==> src/rtl/rlc_pkg.sv <==
// ----------------------------------------------------------------------------
// rlc_pkg
// Types and constants shared by the half-duplex RS485 link controller files.
// ----------------------------------------------------------------------------
package rlc_pkg;

  // command function codes
  localparam logic [1:0] FUNC_TICK  = 2'd0;
  localparam logic [1:0] FUNC_PUSH  = 2'd1;
  localparam logic [1:0] FUNC_POP   = 2'd2;
  localparam logic [1:0] FUNC_RESET = 2'd3;

  // configuration space
  localparam int unsigned ADDR_W        = 3;
  localparam logic        REG_BACKOFF   = 1'b0;
  localparam logic [15:0] BACKOFF_RESET = 16'd100;

  typedef struct packed {
    logic [1:0] func;
    logic [7:0] host_byte;
    logic       uart_rx_valid;
    logic [7:0] uart_rx_byte;
    logic       uart_tx_full;
    logic       uart_tx_idle;
    logic [2:0] uart_error;
  } rlc_cmd_item_t;

  typedef struct packed {
    logic       uart_tx_valid;
    logic [7:0] uart_tx_byte;
    logic       uart_enable;
    logic       drive_enable;
    logic       read_valid;
    logic [7:0] read_byte;
    logic       rx_nonempty;
    logic [1:0] link_status;
    logic [2:0] error_bits;
    logic       push_dropped;
    logic       uart_error_clear;
  } rlc_rsp_item_t;

  // classified command held in the queue between front and back
  typedef struct packed {
    logic       tick;
    logic       push;
    logic       pop;
    logic       clear;
    logic [7:0] host_byte;
    logic       rx_valid;
    logic [7:0] rx_byte;
    logic       tx_full;
    logic       tx_idle;
    logic [2:0] uart_error;
  } rlc_cmd_t;

  typedef struct packed {
    logic push;
    logic pop;
    logic flush;
  } rlc_fifo_ctl_t;

  typedef struct packed {
    logic full;
    logic empty;
    logic last;
  } rlc_fifo_stat_t;

endpackage

==> src/rtl/rlc_if.sv <==
// ----------------------------------------------------------------------------
// rlc_if
// Valid/ready channels for commands into and results out of the controller.
// ----------------------------------------------------------------------------
interface rlc_cmd_if;
  import rlc_pkg::*;
  logic          valid;
  logic          ready;
  rlc_cmd_item_t payload;
  modport source (output valid, output payload, input ready);
  modport sink (input valid, input payload, output ready);
endinterface

interface rlc_rsp_if;
  import rlc_pkg::*;
  logic          valid;
  logic          ready;
  rlc_rsp_item_t payload;
  modport source (output valid, output payload, input ready);
  modport sink (input valid, input payload, output ready);
endinterface

==> src/rtl/rlc_fifo.sv <==
// ----------------------------------------------------------------------------
// rlc_fifo
// Byte FIFO on a single memory with registered read and a show-ahead head.
// ----------------------------------------------------------------------------
module rlc_fifo import rlc_pkg::*; #(
  parameter int unsigned DEPTH = 128
) (
  input  logic           clk,
  input  logic           rst,
  input  rlc_fifo_ctl_t  ctl,
  input  logic [7:0]     wdata,
  output rlc_fifo_stat_t stat,
  output logic [7:0]     head
);

  localparam int unsigned PTR_W = (DEPTH > 1) ? $clog2(DEPTH) : 1;
  localparam int unsigned CNT_W = $clog2(DEPTH + 1);
  localparam logic [PTR_W-1:0] PTR_LAST = PTR_W'(DEPTH - 1);
  localparam logic [CNT_W-1:0] CNT_FULL = CNT_W'(DEPTH);
  localparam logic [CNT_W-1:0] CNT_ONE  = CNT_W'(1);

  logic [7:0]       mem [DEPTH];
  logic [PTR_W-1:0] rd_ptr;
  logic [PTR_W-1:0] rd_ptr_next;
  logic [PTR_W-1:0] wr_ptr;
  logic [CNT_W-1:0] count;
  logic [7:0]       rdata;
  logic             byp;
  logic [7:0]       byp_data;

  always_comb begin
    if (ctl.flush) begin
      rd_ptr_next = '0;
    end else if (ctl.pop) begin
      rd_ptr_next = (rd_ptr == PTR_LAST) ? '0 : rd_ptr + 1'b1;
    end else begin
      rd_ptr_next = rd_ptr;
    end
  end

  always_ff @(posedge clk) begin
    if (rst) begin
      rd_ptr <= '0;
      wr_ptr <= '0;
      count  <= '0;
      byp    <= 1'b0;
    end else begin
      rd_ptr <= rd_ptr_next;
      byp    <= ctl.push && !ctl.flush && (wr_ptr == rd_ptr_next);
      if (ctl.flush) begin
        wr_ptr <= '0;
        count  <= '0;
      end else begin
        if (ctl.push) begin
          wr_ptr <= (wr_ptr == PTR_LAST) ? '0 : wr_ptr + 1'b1;
        end
        if (ctl.push && !ctl.pop) begin
          count <= count + 1'b1;
        end else if (ctl.pop && !ctl.push) begin
          count <= count - 1'b1;
        end
      end
    end
  end

  always_ff @(posedge clk) begin
    if (ctl.push) begin
      mem[wr_ptr] <= wdata;
    end
  end

  always_ff @(posedge clk) begin
    rdata    <= mem[rd_ptr_next];
    byp_data <= wdata;
  end

  assign head       = byp ? byp_data : rdata;
  assign stat.full  = (count == CNT_FULL);
  assign stat.empty = (count == '0);
  assign stat.last  = (count == CNT_ONE);

`ifndef NO_ASSERTIONS
  a_no_push_full: assert property (@(posedge clk) disable iff (rst)
    !(ctl.push && !ctl.flush && stat.full))
    else $error("push into full fifo");

  a_no_pop_empty: assert property (@(posedge clk) disable iff (rst)
    !(ctl.pop && stat.empty))
    else $error("pop from empty fifo");

  a_empty_ptrs: assert property (@(posedge clk) disable iff (rst)
    stat.empty |-> (rd_ptr == wr_ptr))
    else $error("empty fifo with unequal pointers");
`endif

endmodule

==> src/rtl/rlc_front.sv <==
// ----------------------------------------------------------------------------
// rlc_front
// Accepts commands, decodes the function code and queues them for the back.
// ----------------------------------------------------------------------------
module rlc_front import rlc_pkg::*; (
  input  logic      clk,
  input  logic      rst,
  rlc_cmd_if.sink   cmd,
  output logic      q_valid,
  output rlc_cmd_t  q_item,
  input  logic      q_take
);

  rlc_cmd_t   slot [2];
  rlc_cmd_t   decoded;
  logic       wr_sel;
  logic       rd_sel;
  logic [1:0] fill;
  logic       accept;

  always_comb begin
    decoded            = '0;
    decoded.host_byte  = cmd.payload.host_byte;
    decoded.rx_valid   = cmd.payload.uart_rx_valid;
    decoded.rx_byte    = cmd.payload.uart_rx_byte;
    decoded.tx_full    = cmd.payload.uart_tx_full;
    decoded.tx_idle    = cmd.payload.uart_tx_idle;
    decoded.uart_error = cmd.payload.uart_error;
    unique case (cmd.payload.func)
      FUNC_TICK:  decoded.tick  = 1'b1;
      FUNC_PUSH:  decoded.push  = 1'b1;
      FUNC_POP:   decoded.pop   = 1'b1;
      FUNC_RESET: decoded.clear = 1'b1;
    endcase
  end

  assign cmd.ready = (fill != 2'd2);
  assign accept    = cmd.valid && cmd.ready;
  assign q_valid   = (fill != 2'd0);
  assign q_item    = slot[rd_sel];

  always_ff @(posedge clk) begin
    if (rst) begin
      wr_sel <= 1'b0;
      rd_sel <= 1'b0;
      fill   <= 2'd0;
    end else begin
      if (accept) begin
        wr_sel <= ~wr_sel;
      end
      if (q_take) begin
        rd_sel <= ~rd_sel;
      end
      if (accept && !q_take) begin
        fill <= fill + 2'd1;
      end else if (q_take && !accept) begin
        fill <= fill - 2'd1;
      end
    end
  end

  always_ff @(posedge clk) begin
    if (accept) begin
      slot[wr_sel] <= decoded;
    end
  end

endmodule

==> src/rtl/rlc_back.sv <==
// ----------------------------------------------------------------------------
// rlc_back
// Link state machine, backoff counter, error latch and result register.
// ----------------------------------------------------------------------------
module rlc_back import rlc_pkg::*; (
  input  logic           clk,
  input  logic           rst,
  input  logic [15:0]    backoff_ticks,
  input  logic           q_valid,
  input  rlc_cmd_t       q_item,
  output logic           q_take,
  input  rlc_fifo_stat_t tx_stat,
  input  logic [7:0]     tx_head,
  output rlc_fifo_ctl_t  tx_ctl,
  output logic [7:0]     tx_wdata,
  input  rlc_fifo_stat_t rx_stat,
  input  logic [7:0]     rx_head,
  output rlc_fifo_ctl_t  rx_ctl,
  output logic [7:0]     rx_wdata,
  rlc_rsp_if.source      rsp
);

  localparam logic [2:0] ST_IDLE     = 3'd0;
  localparam logic [2:0] ST_WAIT     = 3'd1;
  localparam logic [2:0] ST_RECEIVE  = 3'd2;
  localparam logic [2:0] ST_TRANSFER = 3'd3;
  localparam logic [2:0] ST_WRITE    = 3'd4;
  localparam logic [2:0] ST_DRAIN    = 3'd5;
  localparam logic [2:0] ST_ERROR    = 3'd6;
  localparam logic [2:0] ST_HALTED   = 3'd7;

  localparam logic [1:0] STAT_IDLE = 2'd0;
  localparam logic [1:0] STAT_RX   = 2'd1;
  localparam logic [1:0] STAT_TX   = 2'd2;
  localparam logic [1:0] STAT_ERR  = 2'd3;

  logic [2:0]    state, state_next;
  logic [1:0]    status, status_next;
  logic [2:0]    errors, errors_next;
  logic [15:0]   backoff, backoff_next;
  logic          drive, drive_next;
  logic          uart_on, uart_on_next;
  logic          restarted;
  logic          can_send;
  rlc_fifo_ctl_t tx_op, rx_op;
  rlc_rsp_item_t res;

  assign q_take   = q_valid && (!rsp.valid || rsp.ready);
  assign can_send = !tx_stat.empty && !q_item.tx_full;
  assign tx_wdata = q_item.host_byte;
  assign rx_wdata = q_item.rx_byte;

  always_comb begin
    state_next   = state;
    status_next  = status;
    errors_next  = errors;
    backoff_next = backoff;
    drive_next   = drive;
    uart_on_next = uart_on;
    restarted    = 1'b0;
    tx_op        = '0;
    rx_op        = '0;
    res          = '0;

    if (q_item.push) begin
      if (tx_stat.full) begin
        res.push_dropped = 1'b1;
      end else begin
        tx_op.push = 1'b1;
      end
    end else if (q_item.pop) begin
      if (!rx_stat.empty) begin
        res.read_valid = 1'b1;
        res.read_byte  = rx_head;
        rx_op.pop      = 1'b1;
      end
    end else if (q_item.clear) begin
      state_next   = ST_IDLE;
      status_next  = STAT_IDLE;
      errors_next  = '0;
      uart_on_next = 1'b1;
      drive_next   = 1'b0;
      tx_op.flush  = 1'b1;
      rx_op.flush  = 1'b1;
      res.uart_error_clear = 1'b1;
    end else begin
      unique case (state)
        ST_WAIT: begin
          if (q_item.rx_valid) begin
            status_next = STAT_RX;
            state_next  = ST_RECEIVE;
          end else if (can_send && backoff == '0) begin
            status_next = STAT_TX;
            state_next  = ST_TRANSFER;
          end else begin
            errors_next = errors | q_item.uart_error;
            state_next  = (errors_next != '0) ? ST_ERROR : ST_WAIT;
          end
        end
        ST_RECEIVE: begin
          if (q_item.rx_valid) begin
            if (rx_stat.full) begin
              res.push_dropped = 1'b1;
            end else begin
              rx_op.push = 1'b1;
            end
          end else begin
            backoff_next = backoff_ticks;
            restarted    = 1'b1;
            state_next   = ST_IDLE;
          end
        end
        ST_TRANSFER, ST_WRITE: begin
          if (state == ST_TRANSFER) begin
            drive_next = 1'b1;
          end
          if (can_send) begin
            res.uart_tx_valid = 1'b1;
            res.uart_tx_byte  = tx_head;
            tx_op.pop         = 1'b1;
            state_next        = ST_WRITE;
          end else begin
            state_next = ST_DRAIN;
          end
        end
        ST_DRAIN: begin
          if (can_send) begin
            state_next = ST_WRITE;
          end else if (q_item.tx_idle) begin
            drive_next = 1'b0;
            state_next = ST_IDLE;
          end
        end
        ST_ERROR: begin
          uart_on_next = 1'b0;
          status_next  = STAT_ERR;
          state_next   = ST_HALTED;
        end
        ST_HALTED: begin
        end
        default: begin
          drive_next  = 1'b0;
          status_next = STAT_IDLE;
          state_next  = ST_WAIT;
        end
      endcase
      if (!restarted && backoff != '0) begin
        backoff_next = backoff - 16'd1;
      end
    end

    res.uart_enable  = uart_on_next;
    res.drive_enable = drive_next;
    res.link_status  = status_next;
    res.error_bits   = errors_next;
    if (rx_op.flush) begin
      res.rx_nonempty = 1'b0;
    end else if (rx_op.push) begin
      res.rx_nonempty = 1'b1;
    end else if (rx_op.pop) begin
      res.rx_nonempty = !rx_stat.last;
    end else begin
      res.rx_nonempty = !rx_stat.empty;
    end
  end

  assign tx_ctl.push  = tx_op.push && q_take;
  assign tx_ctl.pop   = tx_op.pop && q_take;
  assign tx_ctl.flush = tx_op.flush && q_take;
  assign rx_ctl.push  = rx_op.push && q_take;
  assign rx_ctl.pop   = rx_op.pop && q_take;
  assign rx_ctl.flush = rx_op.flush && q_take;

  always_ff @(posedge clk) begin
    if (rst) begin
      state     <= ST_IDLE;
      status    <= STAT_IDLE;
      errors    <= '0;
      backoff   <= BACKOFF_RESET;
      drive     <= 1'b0;
      uart_on   <= 1'b1;
      rsp.valid <= 1'b0;
    end else begin
      if (q_take) begin
        state     <= state_next;
        status    <= status_next;
        errors    <= errors_next;
        backoff   <= backoff_next;
        drive     <= drive_next;
        uart_on   <= uart_on_next;
        rsp.valid <= 1'b1;
      end else if (rsp.ready) begin
        rsp.valid <= 1'b0;
      end
    end
  end

  always_ff @(posedge clk) begin
    if (q_take) begin
      rsp.payload <= res;
    end
  end

`ifndef NO_ASSERTIONS
  a_drive_in_tx: assert property (@(posedge clk) disable iff (rst)
    drive |-> (state == ST_WRITE || state == ST_DRAIN))
    else $error("drive asserted outside transmit");

  a_off_halted: assert property (@(posedge clk) disable iff (rst)
    !uart_on |-> (state == ST_HALTED && status == STAT_ERR))
    else $error("uart disabled outside halted state");

  a_tx_driven: assert property (@(posedge clk) disable iff (rst)
    (rsp.valid && rsp.payload.uart_tx_valid) |-> rsp.payload.drive_enable)
    else $error("byte sent without drive");

  a_tx_pop_send: assert property (@(posedge clk) disable iff (rst)
    tx_ctl.pop |=> (rsp.valid && rsp.payload.uart_tx_valid))
    else $error("transmit pop without result");
`endif

endmodule

==> src/rtl/half_duplex_rs485_link_controller_unit.sv <==
// ----------------------------------------------------------------------------
// half_duplex_rs485_link_controller_unit
// RS485 half-duplex turnaround controller between a host and a UART.
// ----------------------------------------------------------------------------
// Commands arrive on the cmd channel (valid/ready); each one gives exactly one
// result on the rsp channel, in order. A command is tick, host push, host pop
// or reset-and-clear, with a snapshot of the UART status lines.
// A two-entry command queue sits between the decode front and the execute
// back, and the back writes each result into an output register, so a new
// command is taken every cycle while rsp is ready. A command goes from cmd
// into a queue slot, and its result from the back into the output register;
// throughput is one command per cycle while rsp is ready. When rsp stalls,
// the output register holds its result, the queue fills and cmd.ready
// drops after two more commands. Reset clears the queue and state machine,
// empties both FIFOs, enables the UART, releases the drive and loads the
// backoff count and backoff_ticks with 100. The user writes backoff_ticks
// over APB at address 0 only while idle; the block does not enforce this.
// ----------------------------------------------------------------------------
module half_duplex_rs485_link_controller_unit import rlc_pkg::*; #(
  parameter int unsigned TX_DEPTH = 128,
  parameter int unsigned RX_DEPTH = 128
) (
  input  logic              clk,
  input  logic              rst,
  rlc_cmd_if.sink           cmd,
  rlc_rsp_if.source         rsp,
  input  logic              psel,
  input  logic              penable,
  input  logic              pwrite,
  input  logic [ADDR_W-1:0] paddr,
  input  logic [31:0]       pwdata,
  output logic [31:0]       prdata,
  output logic              pready
);

  logic [15:0]    backoff_ticks;
  logic           q_valid;
  rlc_cmd_t       q_item;
  logic           q_take;
  rlc_fifo_ctl_t  tx_ctl, rx_ctl;
  rlc_fifo_stat_t tx_stat, rx_stat;
  logic [7:0]     tx_wdata, rx_wdata;
  logic [7:0]     tx_head, rx_head;

  assign pready = 1'b1;
  assign prdata = (paddr[2] == REG_BACKOFF) ? {16'd0, backoff_ticks} : 32'd0;

  always_ff @(posedge clk) begin
    if (rst) begin
      backoff_ticks <= BACKOFF_RESET;
    end else if (psel && penable && pwrite && paddr[2] == REG_BACKOFF) begin
      backoff_ticks <= pwdata[15:0];
    end
  end

  rlc_front u_front (
    .clk     (clk),
    .rst     (rst),
    .cmd     (cmd),
    .q_valid (q_valid),
    .q_item  (q_item),
    .q_take  (q_take)
  );

  rlc_fifo #(.DEPTH(TX_DEPTH)) u_tx_fifo (
    .clk   (clk),
    .rst   (rst),
    .ctl   (tx_ctl),
    .wdata (tx_wdata),
    .stat  (tx_stat),
    .head  (tx_head)
  );

  rlc_fifo #(.DEPTH(RX_DEPTH)) u_rx_fifo (
    .clk   (clk),
    .rst   (rst),
    .ctl   (rx_ctl),
    .wdata (rx_wdata),
    .stat  (rx_stat),
    .head  (rx_head)
  );

  rlc_back u_back (
    .clk           (clk),
    .rst           (rst),
    .backoff_ticks (backoff_ticks),
    .q_valid       (q_valid),
    .q_item        (q_item),
    .q_take        (q_take),
    .tx_stat       (tx_stat),
    .tx_head       (tx_head),
    .tx_ctl        (tx_ctl),
    .tx_wdata      (tx_wdata),
    .rx_stat       (rx_stat),
    .rx_head       (rx_head),
    .rx_ctl        (rx_ctl),
    .rx_wdata      (rx_wdata),
    .rsp           (rsp)
  );

endmodule
==> src/flat_wrapper.sv <==
// flat-port wrapper written by rule: the top's interface ports become plain ports
module half_duplex_rs485_link_controller_unit_flat import rlc_pkg::*;
#(
  parameter int unsigned TX_DEPTH = 128,
  parameter int unsigned RX_DEPTH = 128
)
  (clk, rst, psel, penable, pwrite, paddr, pwdata, prdata, pready, cmd_valid, cmd_payload, cmd_ready, rsp_valid, rsp_payload, rsp_ready);
  rlc_cmd_if cmd_i ();
  rlc_rsp_if rsp_i ();
  input  logic clk;
  input  logic rst;
  input  logic psel;
  input  logic penable;
  input  logic pwrite;
  input  logic [ADDR_W-1:0] paddr;
  input  logic [31:0] pwdata;
  output logic [31:0] prdata;
  output logic pready;
  input wire logic [$bits(cmd_i.valid)-1:0] cmd_valid;
  input wire logic [$bits(cmd_i.payload)-1:0] cmd_payload;
  output wire logic [$bits(cmd_i.ready)-1:0] cmd_ready;
  output wire logic [$bits(rsp_i.valid)-1:0] rsp_valid;
  output wire logic [$bits(rsp_i.payload)-1:0] rsp_payload;
  input wire logic [$bits(rsp_i.ready)-1:0] rsp_ready;
  assign cmd_i.valid = cmd_valid;
  assign cmd_i.payload = cmd_payload;
  assign cmd_ready = cmd_i.ready;
  assign rsp_valid = rsp_i.valid;
  assign rsp_payload = rsp_i.payload;
  assign rsp_i.ready = rsp_ready;
  half_duplex_rs485_link_controller_unit #(.TX_DEPTH(TX_DEPTH), .RX_DEPTH(RX_DEPTH)) u_core (.clk(clk), .rst(rst), .cmd(cmd_i), .rsp(rsp_i), .psel(psel), .penable(penable), .pwrite(pwrite), .paddr(paddr), .pwdata(pwdata), .prdata(prdata), .pready(pready));
endmodule
==> config.mk <==
export PLATFORM = sky130hd
export DESIGN_NAME = half_duplex_rs485_link_controller_unit_flat
export DESIGN_NICKNAME = d
export VERILOG_FILES = /design/src/rtl/rlc_pkg.sv /design/src/rtl/rlc_if.sv /design/src/rtl/rlc_fifo.sv /design/src/rtl/rlc_front.sv /design/src/rtl/rlc_back.sv /design/src/rtl/half_duplex_rs485_link_controller_unit.sv /design/src/flat_wrapper.sv
export SDC_FILE = /design/constraint.sdc
export NUM_CORES = 2
export LEC_CHECK = 0
export ABC_AREA = 1
export ABC_CLOCK_PERIOD_IN_PS = 3800
export BUFFER_PORTS_ARGS = -buffer_cell sky130_fd_sc_hd__buf_4
export CAP_MARGIN = 20
export CORE_AREA = 4 4 421 423
export CTS_BUF_LIST = sky130_fd_sc_hd__clkbuf_16
export DETAILED_ROUTE_END_ITERATION = 16
export DIE_AREA = 0 0 425 427
export PLACE_DENSITY = 0.76
export SLEW_MARGIN = 15
export SYNTH_ARGS = -nofsm -noshare
export SYNTH_HDL_FRONTEND = slang
export SYNTH_SLANG_ARGS = --single-unit
export TNS_END_PERCENT = 100
==> constraint.sdc <==
create_clock -name clk -period 3.8 [get_ports clk]
set_clock_uncertainty 0.1 [all_clocks]
set_input_delay 0.57 -clock clk [delete_from_list [all_inputs] [get_ports clk]]
set_output_delay 0.57 -clock clk [all_outputs]
set_load 0.02 [all_outputs]
# Word level (Yosys, flattened, before mapping)
# Memories as Yosys holds them, arrays and structs flattened. A register that Yosys moved wholly into a read port is not among the register bits.
# Index checks and enable logic that the tools add are counted.
[word_totals] regBits=137 ram_bits=2100 inputBits=66 output_inout_bits=63 word_cells=241 memories=3
[classes] add_sub_neg=11 n_eq_ne=24 mux=99 n_bitwise=9 reduce_logical=63
[mem_list] memory="u_core.u_rx_fifo.mem" depth=128 width=8 rd=1 rd_ports_with_merged_regs=1 wr=1 line="rlc_fifo.sv:22" text="logic [7:0] mem [DEPTH];"
[mem_list] memory="u_core.u_tx_fifo.mem" depth=128 width=8 rd=1 rd_ports_with_merged_regs=1 wr=1 line="rlc_fifo.sv:22"
[mem_list] memory="u_core.u_front.slot" depth=2 width=26 rd=1 rd_ports_with_merged_regs=1 wr=1 line="rlc_front.sv:14" text="rlc_cmd_t slot [2];"
[ops] cell="$mux W16" count=4
[ops] cell="$mux W7" count=8
[ops] cell="$mux W1" count=52
[ops] cell="$mux W8" count=6
[ops] cell="$mux W3" count=14
[ops] cell="$add A7 B1 Y7 const B" count=4
[ops] cell="$eq A7 B7 Y1 const B" count=4
[ops] cell="$logic_and A1 B1 Y1" count=24
[ops] cell="$mux W2" count=10
[ops] cell="$mux W9" count=2
[ops] cell="$pmux W3 S6" count=1
[ops] cell="$add A8 B1 Y8 const B" count=2
[ops] cell="$eq A8 B8 Y1 const B" count=2
[ops] cell="$logic_not A16 Y1" count=1
[ops] cell="$logic_not A8 Y1" count=2
[ops] cell="$reduce_bool A16 Y1" count=1
[ops] cell="$sub A16 B1 Y16 const B" count=1
[ops] cell="$sub A8 B1 Y8 const B" count=2
[ops] cell="$eq A7 B7 Y1" count=2
[ops] cell="$logic_not A1 Y1" count=14
[ops] cell="$eq A3 B3 Y1 const B" count=4
[ops] cell="$reduce_and A6 Y1" count=2
[ops] cell="$reduce_bool A2 Y1" count=6
[ops] cell="$reduce_or A2 Y1" count=5
[ops] cell="21 further kinds" count=33

# Depth between registers and ports, before layout
[logic_depth] depth_word=13 ltp_mapped=24 ltp_nobuf=22

# By module
# Synthesis repeated with hierarchy kept, for this count alone.
[hier_totals] hier_cells=10170 area_unflattened_um2=102353.2
[by_module_without_submodules] module="rlc_fifo (u_core.u_tx_fifo)" instances=1 cells_per_inst=4756 area_per_inst_um2=48114.9 seq_area_each_um2=31530.2
[by_module_without_submodules] module="rlc_fifo (u_core.u_rx_fifo)" instances=1 cells_per_inst=4748 area_per_inst_um2=47883.4 seq_area_each_um2=31530.2
[by_module_without_submodules] module="rlc_back" instances=1 cells_per_inst=387 area_per_inst_um2=3090.5 seq_area_each_um2=1381.3
[by_module_without_submodules] module="rlc_front" instances=1 cells_per_inst=123 area_per_inst_um2=2240.9 seq_area_each_um2=1661.6
[by_module_without_submodules] module="half_duplex_rs485_link_controller_unit" instances=1 cells_per_inst=156 area_per_inst_um2=1023.5 seq_area_each_um2=320.3

# Worst setup path after synthesis
# Ideal clock, no wire load.
[synth_timing] path_type="input to register" from="in rsp_ready" to="reg u_core.u_tx_fifo.count[7]" setup_time_ps=119 arrival_ps=3815 t_required_ps=3581 slack_ps=-234 cell_stages=23 n_path_buf=2 path_cell_list="inv_1 -> nand2_1 -> o21ai_4 -> inv_1 -> buf_2 -> nand3_1 -> inv_1 -> clkbuf_1 -> ha_1 -> inv_1 -> ha_1 -> a21oi_1 -> nand2_1 -> a21oi_1 -> nor2_1 -> nor2_1 -> nor2_1 -> nor2_1 -> nor2_1 -> o21ai_0 -> nand3_1 -> o21ai_0 -> a21oi_1"
[synth_rtl] item="from (decl)" line="flat_wrapper.sv:24" text="input wire logic [$bits(rsp_i.ready)-1:0] rsp_ready;"
[synth_rtl] item="to (signal assigned)" line="rlc_fifo.sv:58" text="count <= count + 1'b1;"
[synth_rtl] item="to (signal assigned)" line="rlc_fifo.sv:60" text="count <= count - 1'b1;"
[synth_rtl] item="to (decl)" line="rlc_fifo.sv:26" text="logic [CNT_W-1:0] count;"

==> metrics.cfg <==
[outcome]
status=finished clean

[critical_path]
endpoint=u_core.u_tx_fifo.rdata[5]
worst-path-stages=17
crit_chain=buf_12 > nand2_1 > o21ai_4 > nand3_1 > nor2_4 > nand2_4 > nand2_1 > nand3_4 > inv_6 > buf_12 > nand3_1 > nand3_1 > nand3_1 > nand3_1 > nand2_1 > nand2_1 > nand2_1
r2r_slack_ps=100
path_max_fanout=75
critPathSlowestCell=dfxtp_4
path_class=flop to flop
cpPeakStageDelay_ps=400
crit_buf_inv=3
cp_data_required_time_ps=4430
path_delay_family=simple AND/OR/NAND/NOR gates
worstPathArrival_ps=4330
worstSetupStartpointType=flop
rr_worst_depth=17
worst_setup_path_end_kind=flop
r2r-end=u_core.u_tx_fifo.rdata[5]

[sta]
slew_headroom_pct=29.2
timing.setup.tns_ps=0
max_freq_ghz=0.270
rsz0062_at_grt=false
worst_slack_ps=103
finalCriticalPeriod_ps=3700
drv_slew=0
tightest_slew_ps=1060
hold_violations=0
report.final.setup_viol=0
period_share_pct=97.3

[detailed_routing]
drtIter0Drc=9595
met3RoutedLength_um=29100
via_per_inst=5.92
via_count=70200
top_layer=met5
wl_per_cell_um=22.0
met2_length_um=119000
firstDrtPassIters=6
drc=0
totalWireLength_um=260000
wl_met1_um=100000
drtAntennaViolNets=0

[cts]
clkTransAtPathRegs_ps=60
htreeDepth=4
cts_tree=yes
clk_latency_ps=860
cts_inserted_buffers=218
clockBufferDepth=3
cts_sinks=2252
cts-root-buf=clkbuf_16

[floorplanning]
die-area_um2=181000
die_h_um=427
core_area_um2=173000
rows=153
initial_core_util_pct=56.8
die_width_um=425
io_pins=129

[power]
peakVddDrop_mv=0.395
leakagePower_nw=45.3
power.density_nw_per_um2=531

[yosys]
avgSynthCellArea_um2=10.8
yosysUniqueCellTypes=54
netlist_area_um2=98500
synth_ff_type=edfxtp_1
ys_seq_elements=2252
async_flop_share_pct=0
synth_edf_count=2126
synthCells=9133
ys_seq_area_share_pct=67.4
yosysWarnings=0

[global_route]
gr-total-overflow=0
grt_use_total_pct=28.3
grt_pass1_wl_um=394000
antenna_found_initial=4
grt_max_degree=130
grt_pass1_vias=67100

[finish]
layout_commonest_cell=edfxtp_1
area_delta_synth_final_pct=13.6
nets=9415
layout_common_cells=edfxtp_1 (2126), inv_1 (1642), nand2_1 (1455)
utilization_pct=64.5
drive_gt1_share_pct=9.63

[placed_design]
gp_congestion=0.913
io_buffer_count=93
dp_hpwl_um=157000
place_ws_ps=149

[flow_run]
drv_cap=0

[hold_path]
hold_class=input port to flop

==> tightest hold or removal path, stage by stage <==
cell      delay, ps
buf_4            70
and3_1          270
o211ai_1        110
==> how the worst min path moves through the flow <==
stage | to | startpoint | cells after the start
2_1_floorplan | flop | u_core.u_front.rd_sel | 1
3_3_place_gp | u_core.u_front.rd_sel | u_core.u_front.rd_sel | 1
3_5_place_dp | flop | u_core.u_front.rd_sel | 1
4_1_cts | u_core.backoff_ticks[5] | pwrite | 3
5_1_grt | u_core.backoff_ticks[5] | pwrite | 3
6_report | u_core.backoff_ticks[5] | pwrite | 3
==> stage by stage <==
step | cell area (µm²) | total power, W | hold slack (ps) | cells
2_1_floorplan | 98500 | 0.0344 | 325 | 9148
3_3_place_gp | 104000 | 0.0377 | 336 | 11400
3_5_place_dp | 104000 | 0.0379 | 355 | 11400
4_1_cts | 112000 | 0.0595 | 74.8 | 11800
5_1_grt | 112000 | 0.0611 | 137 | 11800
6_report | 112000 | 0.0594 | 140 | 11800
==> final cells by class <==
type,count,area [µm²]
flip-flops and latches,2252,66400
diodes,1,2.50
well taps,2325,2910
repair buffers,563,5680
fillers,12700,61600
inverters,1625,6110
multi-input cells,4669,23500
clock inverters,188,1670
clock buffers,224,5610
==> power by group <==
| group | internal, W | switching, W |
|---|---|---|
| registers | 0.0303 | 0.000228 |
| logic | 0.00134 | 0.00568 |
| clock network | 0.0127 | 0.00921 |
| total | 0.0443 | 0.0151 |
==> logic make-up after synthesis <==
kind of cell	count (synthesis)	share of synthesized area [%]
simple gates	3807	17.7
flops	2252	67.4
buf+inv	2227	9.05
compound gates	801	5.36
xor+xnor	24	0.213
fa+ha+maj	20	0.262
other cells	2	0.00763
==> state kept, by name, indices dropped and copies added (netlist names), 8 cells and up, named ones only <==
signal                     cells
u_core.backoff_ticks          16
u_core.u_back.backoff         16
u_core.u_back.rsp.payload     28
u_core.u_front.slot           50
u_core.u_rx_fifo.byp_data      8
u_core.u_rx_fifo.count         8
u_core.u_rx_fifo.mem        1024
u_core.u_rx_fifo.rdata         8
u_core.u_tx_fifo.byp_data      8
u_core.u_tx_fifo.count         8
u_core.u_tx_fifo.mem        1024
u_core.u_tx_fifo.rdata         8
==> synthesized netlist by cell type, drive strengths merged, types with 2 or more instances <==
library cell | number | area share (%)
edfxtp | 2126 | 65
inv | 1621 | 6.2
nand2 | 1481 | 5.7
nand3 | 1451 | 7.4
o211ai | 465 | 3.6
nand4 | 462 | 2.9
buf | 441 | 2.2
nor2 | 374 | 1.5
o21ai | 199 | 1.0
clkbuf | 161 | 0.62
dfxtp | 126 | 2.6
a21oi | 112 | 0.58
nor3 | 23 | 0.12
ha | 19 | 0.24
xor2 | 16 | 0.14
xnor2 | 8 | 0.071
nor4 | 7 | 0.051
a211oi | 6 | 0.046
o22ai | 5 | 0.032
clkinv | 4 | 0.015
or2 | 4 | 0.025
a31oi | 2 | 0.013
conb | 2 | 0.0076
nor3b | 2 | 0.015
o21bai | 2 | 0.015
o31ai | 2 | 0.015
==> routing by layer <==
layer / global-route usage [%] / vias up
li1: - / 31800
met1: 39.1 / 33500
met2: 43.9 / 4114
met3: 5.60 / 692
met4: 12.2 / 4
met5: 0 / -
==> repair_timing <==
action	in CTS	in global routing
endpoints found under the hold margin	67	0
hold buffers	42	0
buffers inserted	0	1
endpoints found under the setup margin	0	6
gates resized for setup	0	3
(Power assumes the default switching activity.)
